File: config.mk
export PLATFORM = sky130hd
export DESIGN_NAME = key_sensor_to_note_events_unit
export DESIGN_NICKNAME = d
export VERILOG_FILES = /design/src/hw/rtl/ksne_pkg.sv /design/src/hw/rtl/key_sensor_to_note_events_unit.sv
export VERILOG_INCLUDE_DIRS = /design/src /design/src/hw/rtl
export SDC_FILE = /design/constraint.sdc
export NUM_CORES = 1
export LEC_CHECK = 0
export BUFFER_PORTS_ARGS = -buffer_cell sky130_fd_sc_hd__buf_2
export CAP_MARGIN = 0
export CORE_MARGIN = 4
export CORE_UTILIZATION = 60
export CTS_CLUSTER_DIAMETER = 50
export CTS_CLUSTER_SIZE = 12
export DETAILED_ROUTE_END_ITERATION = 7
export PLACE_DENSITY_LB_ADDON = 0.1
export SETUP_SLACK_MARGIN = 0.05
export SYNTH_ARGS = -nofsm -noshare
export SYNTH_HDL_FRONTEND = slang
export SYNTH_SLANG_ARGS = --single-unit
File: constraint.sdc
create_clock -name clk -period 5.82 [get_ports clk]
set_input_delay 0.291 -clock clk [delete_from_list [all_inputs] [get_ports clk]]
set_output_delay 0.291 -clock clk [all_outputs]
set_load 0.05 [all_outputs]
File: src/hw/rtl/key_sensor_to_note_events_unit_assert.svh
// Assertion macros used by the key sensor top level.
`ifndef KEY_SENSOR_TO_NOTE_EVENTS_UNIT_ASSERT_SVH
`define KEY_SENSOR_TO_NOTE_EVENTS_UNIT_ASSERT_SVH
`ifndef SYNTHESIS
`define KSNE_ASSERT_IMP(lbl, clk, rst_n, ante, cons) \
	lbl: assert property (@(posedge clk) disable iff (!rst_n) (ante) |-> (cons)) \
		else $error("same-cycle check failed");
`define KSNE_ASSERT_NXT(lbl, clk, rst_n, ante, cons) \
	lbl: assert property (@(posedge clk) disable iff (!rst_n) (ante) |=> (cons)) \
		else $error("next-cycle check failed");
`else
`define KSNE_ASSERT_IMP(lbl, clk, rst_n, ante, cons)
`define KSNE_ASSERT_NXT(lbl, clk, rst_n, ante, cons)
`endif
`endif

File: src/hw/rtl/ksne_pkg.sv
// Types and constants of the key sensor to note event unit.
`default_nettype none
package ksne_pkg;

	typedef struct packed {
		logic [1:0] req_type;
		logic [4:0] key_index;
		logic [9:0] reading;
	} key_req_t;

	typedef struct packed {
		logic [2:0] event_kind;
		logic [4:0] key_out;
		logic [6:0] note;
		logic [6:0] amount;
		logic [9:0] cal_min;
		logic [9:0] cal_max;
	} note_evt_t;

	localparam logic [1:0] REQ_READING   = 2'd0;
	localparam logic [1:0] REQ_CAL_BEGIN = 2'd1;
	localparam logic [1:0] REQ_CAL_END   = 2'd2;

	localparam logic [2:0] EV_NONE          = 3'd0;
	localparam logic [2:0] EV_NOTE_ON       = 3'd1;
	localparam logic [2:0] EV_NOTE_OFF      = 3'd2;
	localparam logic [2:0] EV_POLY_PRESSURE = 3'd3;
	localparam logic [2:0] EV_CAL_UPDATE    = 3'd4;

	localparam logic [2:0] REG_PLAY_MODE        = 3'd0;
	localparam logic [2:0] REG_NOTE_THRESHOLD   = 3'd1;
	localparam logic [2:0] REG_PRESSURE_FLOOR   = 3'd2;
	localparam logic [2:0] REG_PRESSURE_CEILING = 3'd3;
	localparam logic [2:0] REG_NOTE_NUMBER      = 3'd4;
	localparam logic [2:0] REG_ACTIVE_KEYS      = 3'd5;

	localparam logic        RST_PLAY_MODE   = 1'b0;
	localparam logic [9:0]  RST_THRESHOLD   = 10'd350;
	localparam logic [9:0]  RST_FLOOR       = 10'd300;
	localparam logic [9:0]  RST_CEILING     = 10'd480;
	localparam logic [6:0]  RST_NOTE_NUMBER = 7'd60;
	localparam logic [5:0]  RST_ACTIVE_KEYS = 6'd3;

	localparam logic [9:0]  READING_MAX = 10'd1023;
	localparam logic [6:0]  MIDI_MAX    = 7'd127;

	// pressure divider: 18-bit dividend 2n+d, 11-bit divisor 2d
	localparam int NUM_W      = 18;
	localparam int DEN_W      = 11;
	localparam int DIV_STEPS  = NUM_W;

endpackage
`default_nettype wire

File: src/hw/rtl/key_sensor_to_note_events_unit.sv
// Top level of the key sensor to note event unit.
`default_nettype none
`include "key_sensor_to_note_events_unit_assert.svh"
// Turns per-key sensor readings into note events, one result transaction for every request
// transaction (kind none where nothing happens). Requests, calibration reads and velocity-mode
// readings go from acceptance through the load and finish states back to ready; a pressure-mode
// reading of an active key also passes the prepare, divide and decide states, where one 18-step
// restoring divider computes the pressure of the new reading and then of the last one (a pressure
// known to be zero skips its division). A finished result waits in the output register while the
// next request is accepted. Per-key tables are memories with one valid bit per entry, so reset
// clears them all and begin-calibration clears the min and max tables at once without a sweep.
module key_sensor_to_note_events_unit #(
	parameter int KEY_COUNT = 32
) (
	input  logic                clk,
	input  logic                arst_n,
	input  logic                psel,
	input  logic                penable,
	input  logic                pwrite,
	input  logic [4:0]          paddr,
	input  logic [31:0]         pwdata,
	output logic [31:0]         prdata,
	output logic                pready,
	input  logic                req_valid,
	output logic                req_ready,
	input  ksne_pkg::key_req_t  req_data,
	output logic                evt_valid,
	input  logic                evt_ready,
	output ksne_pkg::note_evt_t evt_data
);
	import ksne_pkg::*;

	localparam int AW    = (KEY_COUNT > 1) ? $clog2(KEY_COUNT) : 1;
	localparam int CNT_W = $clog2(DIV_STEPS);

	typedef enum logic [5:0] {
		ST_IDLE   = 6'b000001,
		ST_LOAD   = 6'b000010,
		ST_PREP   = 6'b000100,
		ST_DIV    = 6'b001000,
		ST_DECIDE = 6'b010000,
		ST_FINISH = 6'b100000
	} state_t;

	state_t state_q;

	logic                 play_mode_q;
	logic [9:0]           threshold_q;
	logic [9:0]           floor_q;
	logic [9:0]           ceiling_q;
	logic [6:0]           note_num_q;
	logic [5:0]           active_keys_q;

	logic                 calibrating_q;
	logic [KEY_COUNT-1:0] last_vld_q;
	logic [KEY_COUNT-1:0] cal_vld_q;

	logic [9:0]           last_mem [KEY_COUNT];
	logic [9:0]           min_mem  [KEY_COUNT];
	logic [9:0]           max_mem  [KEY_COUNT];
	logic [9:0]           rd_last_q;
	logic [9:0]           rd_min_q;
	logic [9:0]           rd_max_q;

	key_req_t             req_q;
	logic [9:0]           last_q;
	logic                 sel_q;
	logic [NUM_W-1:0]     num_q;
	logic [DEN_W-1:0]     rem_q;
	logic [DEN_W-1:0]     den_q;
	logic [CNT_W-1:0]     cnt_q;
	logic [6:0]           p_r_q;
	logic [6:0]           p_l_q;
	logic [2:0]           kind_q;
	logic [6:0]           amount_q;
	logic [9:0]           cmin_q;
	logic [9:0]           cmax_q;
	logic                 evt_valid_q;
	note_evt_t            evt_q;

	logic                 req_acc;
	logic                 cfg_wr;
	logic [AW-1:0]        in_addr;
	logic [AW-1:0]        key_addr;
	logic                 key_ok;
	logic                 key_active;
	logic                 evt_free;

	assign req_ready = (state_q == ST_IDLE);
	assign req_acc   = req_valid && req_ready;
	assign cfg_wr    = psel && penable && pwrite && pready;
	assign pready    = 1'b1;
	assign in_addr   = AW'(req_data.key_index);
	assign key_addr  = AW'(req_q.key_index);
	assign key_ok    = (9'(req_q.key_index) < 9'(KEY_COUNT));
	assign key_active = (6'(req_q.key_index) < active_keys_q);
	assign evt_free  = !evt_valid_q || evt_ready;
	assign evt_valid = evt_valid_q;
	assign evt_data  = evt_q;

	always_comb begin
		unique case (paddr[4:2])
			REG_PLAY_MODE:        prdata = 32'(play_mode_q);
			REG_NOTE_THRESHOLD:   prdata = 32'(threshold_q);
			REG_PRESSURE_FLOOR:   prdata = 32'(floor_q);
			REG_PRESSURE_CEILING: prdata = 32'(ceiling_q);
			REG_NOTE_NUMBER:      prdata = 32'(note_num_q);
			REG_ACTIVE_KEYS:      prdata = 32'(active_keys_q);
			default:              prdata = 32'd0;
		endcase
	end

	// table entries that were never written read as their reset values
	logic [9:0] last_val;
	logic [9:0] cmin_old;
	logic [9:0] cmax_old;
	logic [9:0] new_min;
	logic [9:0] new_max;

	assign last_val = last_vld_q[key_addr] ? rd_last_q : 10'd0;
	assign cmin_old = cal_vld_q[key_addr] ? rd_min_q : READING_MAX;
	assign cmax_old = cal_vld_q[key_addr] ? rd_max_q : 10'd0;
	assign new_min  = (req_q.reading < cmin_old) ? req_q.reading : cmin_old;
	assign new_max  = (req_q.reading > cmax_old) ? req_q.reading : cmax_old;

	logic [9:0]  fall;
	logic [10:0] vel2;
	logic [6:0]  vel;
	logic        vel_on;
	logic        vel_off;

	assign fall    = last_val - req_q.reading;
	assign vel2    = {fall, 1'b0};
	assign vel     = (|vel2[10:7]) ? MIDI_MAX : vel2[6:0];
	assign vel_on  = (req_q.reading <= threshold_q) && (threshold_q < last_val);
	assign vel_off = (last_val <= threshold_q) && (threshold_q < req_q.reading);

	// decision taken once the tables have been read
	logic       last_we;
	logic       cal_we;
	logic       cal_begin;
	logic       cal_end;
	logic       to_prep;
	logic [2:0] load_kind;
	logic [6:0] load_amount;
	logic [9:0] load_cmin;
	logic [9:0] load_cmax;

	always_comb begin
		last_we     = 1'b0;
		cal_we      = 1'b0;
		cal_begin   = 1'b0;
		cal_end     = 1'b0;
		to_prep     = 1'b0;
		load_kind   = EV_NONE;
		load_amount = 7'd0;
		load_cmin   = 10'd0;
		load_cmax   = 10'd0;
		if (state_q == ST_LOAD) begin
			case (req_q.req_type)
				REQ_CAL_BEGIN: cal_begin = !calibrating_q;
				REQ_CAL_END:   cal_end = 1'b1;
				REQ_READING: begin
					if (key_ok && calibrating_q) begin
						cal_we    = 1'b1;
						load_kind = EV_CAL_UPDATE;
						load_cmin = new_min;
						load_cmax = new_max;
					end else if (key_ok) begin
						last_we = 1'b1;
						if (key_active && play_mode_q) begin
							to_prep = 1'b1;
						end else if (key_active && vel_on) begin
							load_kind   = EV_NOTE_ON;
							load_amount = vel;
						end else if (key_active && vel_off) begin
							load_kind = EV_NOTE_OFF;
						end
					end
				end
				default: ;
			endcase
		end
	end

	// pressure operand setup: dividend 2*127*(ceiling-x)+d, divisor 2*d
	logic [9:0]       p_x;
	logic             p_zero;
	logic [9:0]       p_diff;
	logic [9:0]       p_range;
	logic [16:0]      p_n;
	logic [NUM_W-1:0] p_num;

	assign p_x     = sel_q ? last_q : req_q.reading;
	assign p_zero  = (ceiling_q <= floor_q) || (p_x >= ceiling_q);
	assign p_diff  = ceiling_q - p_x;
	assign p_range = ceiling_q - floor_q;
	assign p_n     = {p_diff, 7'd0} - 17'(p_diff);
	assign p_num   = {p_n, 1'b0} + NUM_W'(p_range);

	// one restoring step of the shared divider
	logic [DEN_W:0]   div_shift;
	logic [DEN_W:0]   div_trial;
	logic             div_ge;
	logic [DEN_W-1:0] rem_next;
	logic [NUM_W-1:0] num_next;
	logic [6:0]       q_clamp;
	logic             div_last;

	assign div_shift = {rem_q, num_q[NUM_W-1]};
	assign div_trial = div_shift - {1'b0, den_q};
	assign div_ge    = !div_trial[DEN_W];
	assign rem_next  = div_ge ? div_trial[DEN_W-1:0] : div_shift[DEN_W-1:0];
	assign num_next  = {num_q[NUM_W-2:0], div_ge};
	assign q_clamp   = (|num_next[NUM_W-1:7]) ? MIDI_MAX : num_next[6:0];
	assign div_last  = (cnt_q == CNT_W'(DIV_STEPS - 1));

	logic [2:0] dec_kind;
	logic [6:0] dec_amount;

	always_comb begin
		dec_kind   = EV_NONE;
		dec_amount = 7'd0;
		if (p_r_q != 7'd0) begin
			dec_kind   = (p_l_q == 7'd0) ? EV_NOTE_ON : EV_POLY_PRESSURE;
			dec_amount = p_r_q;
		end else if (p_l_q != 7'd0) begin
			dec_kind = EV_NOTE_OFF;
		end
	end

	// table memories
	always_ff @(posedge clk) begin
		if (req_acc) begin
			rd_last_q <= last_mem[in_addr];
			rd_min_q  <= min_mem[in_addr];
			rd_max_q  <= max_mem[in_addr];
		end
		if (last_we) last_mem[key_addr] <= req_q.reading;
		if (cal_we) begin
			min_mem[key_addr] <= new_min;
			max_mem[key_addr] <= new_max;
		end
	end

	// control
	always_ff @(posedge clk or negedge arst_n) begin
		if (!arst_n) begin
			state_q       <= ST_IDLE;
			play_mode_q   <= RST_PLAY_MODE;
			threshold_q   <= RST_THRESHOLD;
			floor_q       <= RST_FLOOR;
			ceiling_q     <= RST_CEILING;
			note_num_q    <= RST_NOTE_NUMBER;
			active_keys_q <= RST_ACTIVE_KEYS;
			calibrating_q <= 1'b0;
			last_vld_q    <= '0;
			cal_vld_q     <= '0;
			sel_q         <= 1'b0;
			cnt_q         <= '0;
			evt_valid_q   <= 1'b0;
		end else begin
			if (cfg_wr) begin
				unique case (paddr[4:2])
					REG_PLAY_MODE:        play_mode_q   <= pwdata[0];
					REG_NOTE_THRESHOLD:   threshold_q   <= pwdata[9:0];
					REG_PRESSURE_FLOOR:   floor_q       <= pwdata[9:0];
					REG_PRESSURE_CEILING: ceiling_q     <= pwdata[9:0];
					REG_NOTE_NUMBER:      note_num_q    <= pwdata[6:0];
					REG_ACTIVE_KEYS:      active_keys_q <= pwdata[5:0];
					default: ;
				endcase
			end
			if (cal_begin) begin
				calibrating_q <= 1'b1;
				cal_vld_q     <= '0;
			end
			if (cal_end) calibrating_q <= 1'b0;
			if (last_we) last_vld_q[key_addr] <= 1'b1;
			if (cal_we) cal_vld_q[key_addr] <= 1'b1;
			if (state_q == ST_FINISH && evt_free) evt_valid_q <= 1'b1;
			else if (evt_ready) evt_valid_q <= 1'b0;

			unique case (state_q)
				ST_IDLE: begin
					if (req_acc) state_q <= ST_LOAD;
				end
				ST_LOAD: begin
					sel_q   <= 1'b0;
					state_q <= to_prep ? ST_PREP : ST_FINISH;
				end
				ST_PREP: begin
					cnt_q <= '0;
					if (!p_zero) begin
						state_q <= ST_DIV;
					end else if (!sel_q) begin
						sel_q <= 1'b1;
					end else begin
						state_q <= ST_DECIDE;
					end
				end
				ST_DIV: begin
					cnt_q <= cnt_q + 1'b1;
					if (div_last) begin
						sel_q   <= 1'b1;
						state_q <= sel_q ? ST_DECIDE : ST_PREP;
					end
				end
				ST_DECIDE: state_q <= ST_FINISH;
				ST_FINISH: begin
					// hold until the output register is free
					if (evt_free) state_q <= ST_IDLE;
				end
				default: state_q <= ST_IDLE;
			endcase
		end
	end

	// datapath
	always_ff @(posedge clk) begin
		if (req_acc) req_q <= req_data;
		if (state_q == ST_LOAD) begin
			last_q   <= last_val;
			kind_q   <= load_kind;
			amount_q <= load_amount;
			cmin_q   <= load_cmin;
			cmax_q   <= load_cmax;
		end
		if (state_q == ST_PREP) begin
			num_q <= p_num;
			den_q <= {p_range, 1'b0};
			rem_q <= '0;
			if (p_zero) begin
				if (sel_q) p_l_q <= 7'd0;
				else p_r_q <= 7'd0;
			end
		end
		if (state_q == ST_DIV) begin
			num_q <= num_next;
			rem_q <= rem_next;
			if (div_last) begin
				if (sel_q) p_l_q <= q_clamp;
				else p_r_q <= q_clamp;
			end
		end
		if (state_q == ST_DECIDE) begin
			kind_q   <= dec_kind;
			amount_q <= dec_amount;
		end
		if (state_q == ST_FINISH && evt_free) begin
			evt_q.event_kind <= kind_q;
			evt_q.key_out    <= (kind_q == EV_NONE) ? 5'd0 : req_q.key_index;
			evt_q.note       <= (kind_q == EV_NONE || kind_q == EV_CAL_UPDATE) ?
				7'd0 : note_num_q;
			evt_q.amount     <= amount_q;
			evt_q.cal_min    <= cmin_q;
			evt_q.cal_max    <= cmax_q;
		end
	end

	`KSNE_ASSERT_IMP(a_div_count_bound, clk, arst_n, state_q == ST_DIV, cnt_q <= CNT_W'(DIV_STEPS - 1))
	`KSNE_ASSERT_IMP(a_none_is_blank, clk, arst_n, evt_valid && evt_data.event_kind == EV_NONE, evt_data.key_out == 5'd0 && evt_data.note == 7'd0 && evt_data.amount == 7'd0 && evt_data.cal_min == 10'd0 && evt_data.cal_max == 10'd0)
	`KSNE_ASSERT_IMP(a_cal_range_order, clk, arst_n, evt_valid && evt_data.event_kind == EV_CAL_UPDATE, evt_data.cal_min <= evt_data.cal_max)
	`KSNE_ASSERT_IMP(a_note_off_silent, clk, arst_n, evt_valid && evt_data.event_kind == EV_NOTE_OFF, evt_data.amount == 7'd0)
	`KSNE_ASSERT_NXT(a_begin_sets_cal, clk, arst_n, state_q == ST_LOAD && req_q.req_type == REQ_CAL_BEGIN, calibrating_q)

endmodule
`default_nettype wire

==> metrics <==
status=finished, final reports clean; Post-DP HPWL=75300 um; pre-CTS WS=roughly 550 ps; Main synth FF type=edfxtp_1; Post-synth EDFFs=about 1100; synth unique cells=85; met1 Use GR=a little under two fifths; global routing usage on met2=between 40% and 50%; PortBufs=90; clock skew=approximately 20 ps; I/O pin count=between 100 and 150; P per Cell Area=roughly 380 mW/mm^2; Post-Syn Instances=between 2000 and 3000; largest net degree at the start of global routing=92; Setup TNS=0 ps; Seq pwr share=47.9%; Crit path top cell by count=ha_1; grt peak-use layer=met2; most common cell after layout, fill and taps aside=edfxtp_1; root buffer cell=clkbuf_16; period utilization=between 90% and 100%; Required @ worst endpoint=between 6000 and 7000 ps; Setup crit start kind=flop; worst-path fanout max=12; Synth area leader=edfxtp_1; clock tree buffer depth=3; core area=roughly 0.087 mm^2; Reg2Reg Capture Point=num_q[17]$_DFFE_PP_; Rel. slew slack=under 10%; setup repair after global routing missed its margin=no; post-synth top area share=64.3%; Post-layout nets=~3300; vias=between 20000 and 30000; register bit count reported by yosys=between 1000 and 1500; Placer Congestion=around 0.89; Worst Setup End Kind=flop; total power=around 23 mW; type of the worst min-delay path=in -> reg; Final WS setup=~400 ps; Setup Fix Bufs, Post-CTS=0; # setup viols final=0; grt ovf=0; met3 Usage GRT=4.54%; critical path class=reg -> reg; R2R cell count=18; Total Routing Usage GR=a little over a quarter; clock network power share=roughly a third; Syn Std Cell Area=0.0526 mm^2; Antenna Cells=0; Worst-path clk slew=about 60 ps; residual DRC count=0; Avg WL per Cell=between 20 and 30 um; Max stage delay cell, worst path=dfrtp_1; Clk Latency, worst-skew pair=slightly above 700 ps; post-synthesis async set-or-reset flop share=9.65%; Max-Cap Viols=0; CP bufs+invs=2; switching share of power=a little over a quarter; DRT Pass-1 Iters=6; Worst path max stage delay=a little over 700 ps; drt total wl=123000 um; LEAKAGE=20.8 nW; reg2reg start=sel_q$_DFFE_PN0P_; Ys Warns=0; flop-to-flop setup slack=roughly 400 ps; fin area=around 0.059 mm^2; Final Util=about two thirds; initial core utilization=around 61%; via count of the first global-routing pass=28400; DR vias/cell=6.38; ANT nets after route=0; HP Start=req_data[12]; 1st-iter DRT viols=3085; Seq/Total Area, Yosys=70.7%; Hold Path End=key_addr[2]$_DFFE_PP_; highest clock rate=between 0.15 and 0.2 GHz; CTS tree=built; initial antenna violation count=0; die width=slightly above 300 um; DIE HEIGHT=304 um; CTS sink count=around 1300; Logic pwr share=between 15 and 20%; Internal=between 15 and 20 mW; worst-margin pin slew=about 1400 ps; critical path arrival=approximately 6000 ps; DP Area=between 0.05 and 0.06 mm^2; fin crit period=approximately 5400 ps; std cell rows=roughly 110; Psw=about 6.0 mW; Final Hold Viols=0; Synth area leaders=edfxtp_1 (64%), mux4_2 (14%), dfrtp_1 (4.8%); Area Growth Syn to Fin=12.7%; Crit path max-delay family=compound AO/OA/AOI/OAI gates; WHS Path Cells=1; layout cells sized above 1=around 28%; H-Tree Depth=4; final max-slew violation count=0; most frequent cells in the layout=edfxtp_1 (1128), mux4_2 (316), clkbuf_16 (139); CP cell instances=buf_4, mux2i_1, ha_1, o2111ai_1, nand3_1, nand2_1, xnor2_1, inv_1, ha_1, and4_1, o221ai_1, a211oi_1, nor3_1, o32a_1, o21ai_1, nor4b_4, nand4_1, or3b_1; die footprint=0.0925 mm^2; syn avg cell area=approximately 18 um^2; CTS Buf Count=between 100 and 150; first-pass GRT wire length=around 180000 um; Worst VDD drop=0.000368 V
-- metrics by stage --
step                      hold WS [ps]  std cells
after floorplan                  -4.59       2881
after global placement             403       4086
after detailed placement           407       4086
after CTS                          144       4315
after global routing               187       4315
final                              172       4315
-- worst max-delay path by stage --
stage / to / cells after the start / startpoint
detailed placement: num_q[17]$_DFFE_PP_ / 18 / sel_q$_DFFE_PN0P_
finish: num_q[17]$_DFFE_PP_ / 18 / sel_q$_DFFE_PN0P_
global route: amount_q[3]$_DFFE_PP_ / 16 / key_addr[1]$_DFFE_PP_
global placement: num_q[17]$_DFFE_PP_ / 19 / sel_q$_DFFE_PN0P_
CTS: num_q[17]$_DFFE_PP_ / 18 / sel_q$_DFFE_PN0P_
floorplan: min_mem[0][1]$_DFFE_PP_ / 19 / key_addr[0]$_DFFE_PP_
-- logic make-up after synthesis --
kind of cell | Yosys count | synth area share (%)
flip-flops | 1264 | 70.7
AND/OR/NAND/NOR | 503 | 4.92
multiplexers | 409 | 15.4
AO/OA/AOI/OAI | 294 | 3.75
buffers and inverters | 244 | 1.94
adder cells (fa/ha/maj) | 101 | 2.47
XOR/XNOR | 43 | 0.744
other | 2 | 0.0143
-- registers in the layout (all words and copies together), names as in the netlist, 11 cells and up --
register    flops
num_q          18
rem_q          11
min_mem       320
last_vld_q     32
req_q          12
evt_data       42
max_mem       320
cal_vld_q      32
last_mem      320
-- worst reg2reg max path: stages, from the launching register on --
cell and delay, ps:
dfrtp_1 710, buf_4 260, mux2i_1 80, ha_1 410, o2111ai_1 210, nand3_1 170, nand2_1 80, xnor2_1 500
inv_1 170, ha_1 370, and4_1 190, o221ai_1 100, a211oi_1 540, nor3_1 130, o32a_1 400, o21ai_1 250
nor4b_4 100, nand4_1 110, or3b_1 360
-- synth_stat cells (42+ instances only) --
| master | n |
|---|---|
| a21o_1 | 59 |
| a21oi_1 | 42 |
| clkbuf_1 | 86 |
| dfrtp_1 | 101 |
| edfxtp_1 | 1128 |
| ha_1 | 96 |
| inv_1 | 102 |
| mux2_2 | 61 |
| mux4_2 | 316 |
| nand2_1 | 110 |
| nor2_1 | 148 |
| nor2b_1 | 46 |
| o21ai_0 | 78 |
-- power groups by stage --
stage	sequential [mW]	clock [mW]	combinational [mW]
detailed placement	11.1	0	3.81
global route	10.9	8.54	4.21
finish	10.9	8.00	3.85
global placement	11.1	0	3.68
floorplan	11.1	0	2.56
CTS	10.9	8.13	3.85
-- final cells by class --
cell class                 count  area (um^2)
fill                        5502        27600
tap                         1155         1450
timing repair buffer         216         1550
inverter                     103          387
multi-input combinational   1373        14700
clock inverter                38          443
sequential                  1264        37200
clock buffer                 166         3600
-- repair_timing --
| action | in CTS | in global routing |
|---|---|---|
| hold buffers | 25 | 0 |
| endpoints found under the hold margin | 96 | 0 |
| resized for setup | 0 | 0 |
-- metal layers --
metal,up-vias,wire length [um]
li1,11800,-
met1,14400,47900
met2,1160,62300
met3,211,9250
met4,0,3200
met5,-,0
No activity file was read; power rests on OpenSTA's default activity.
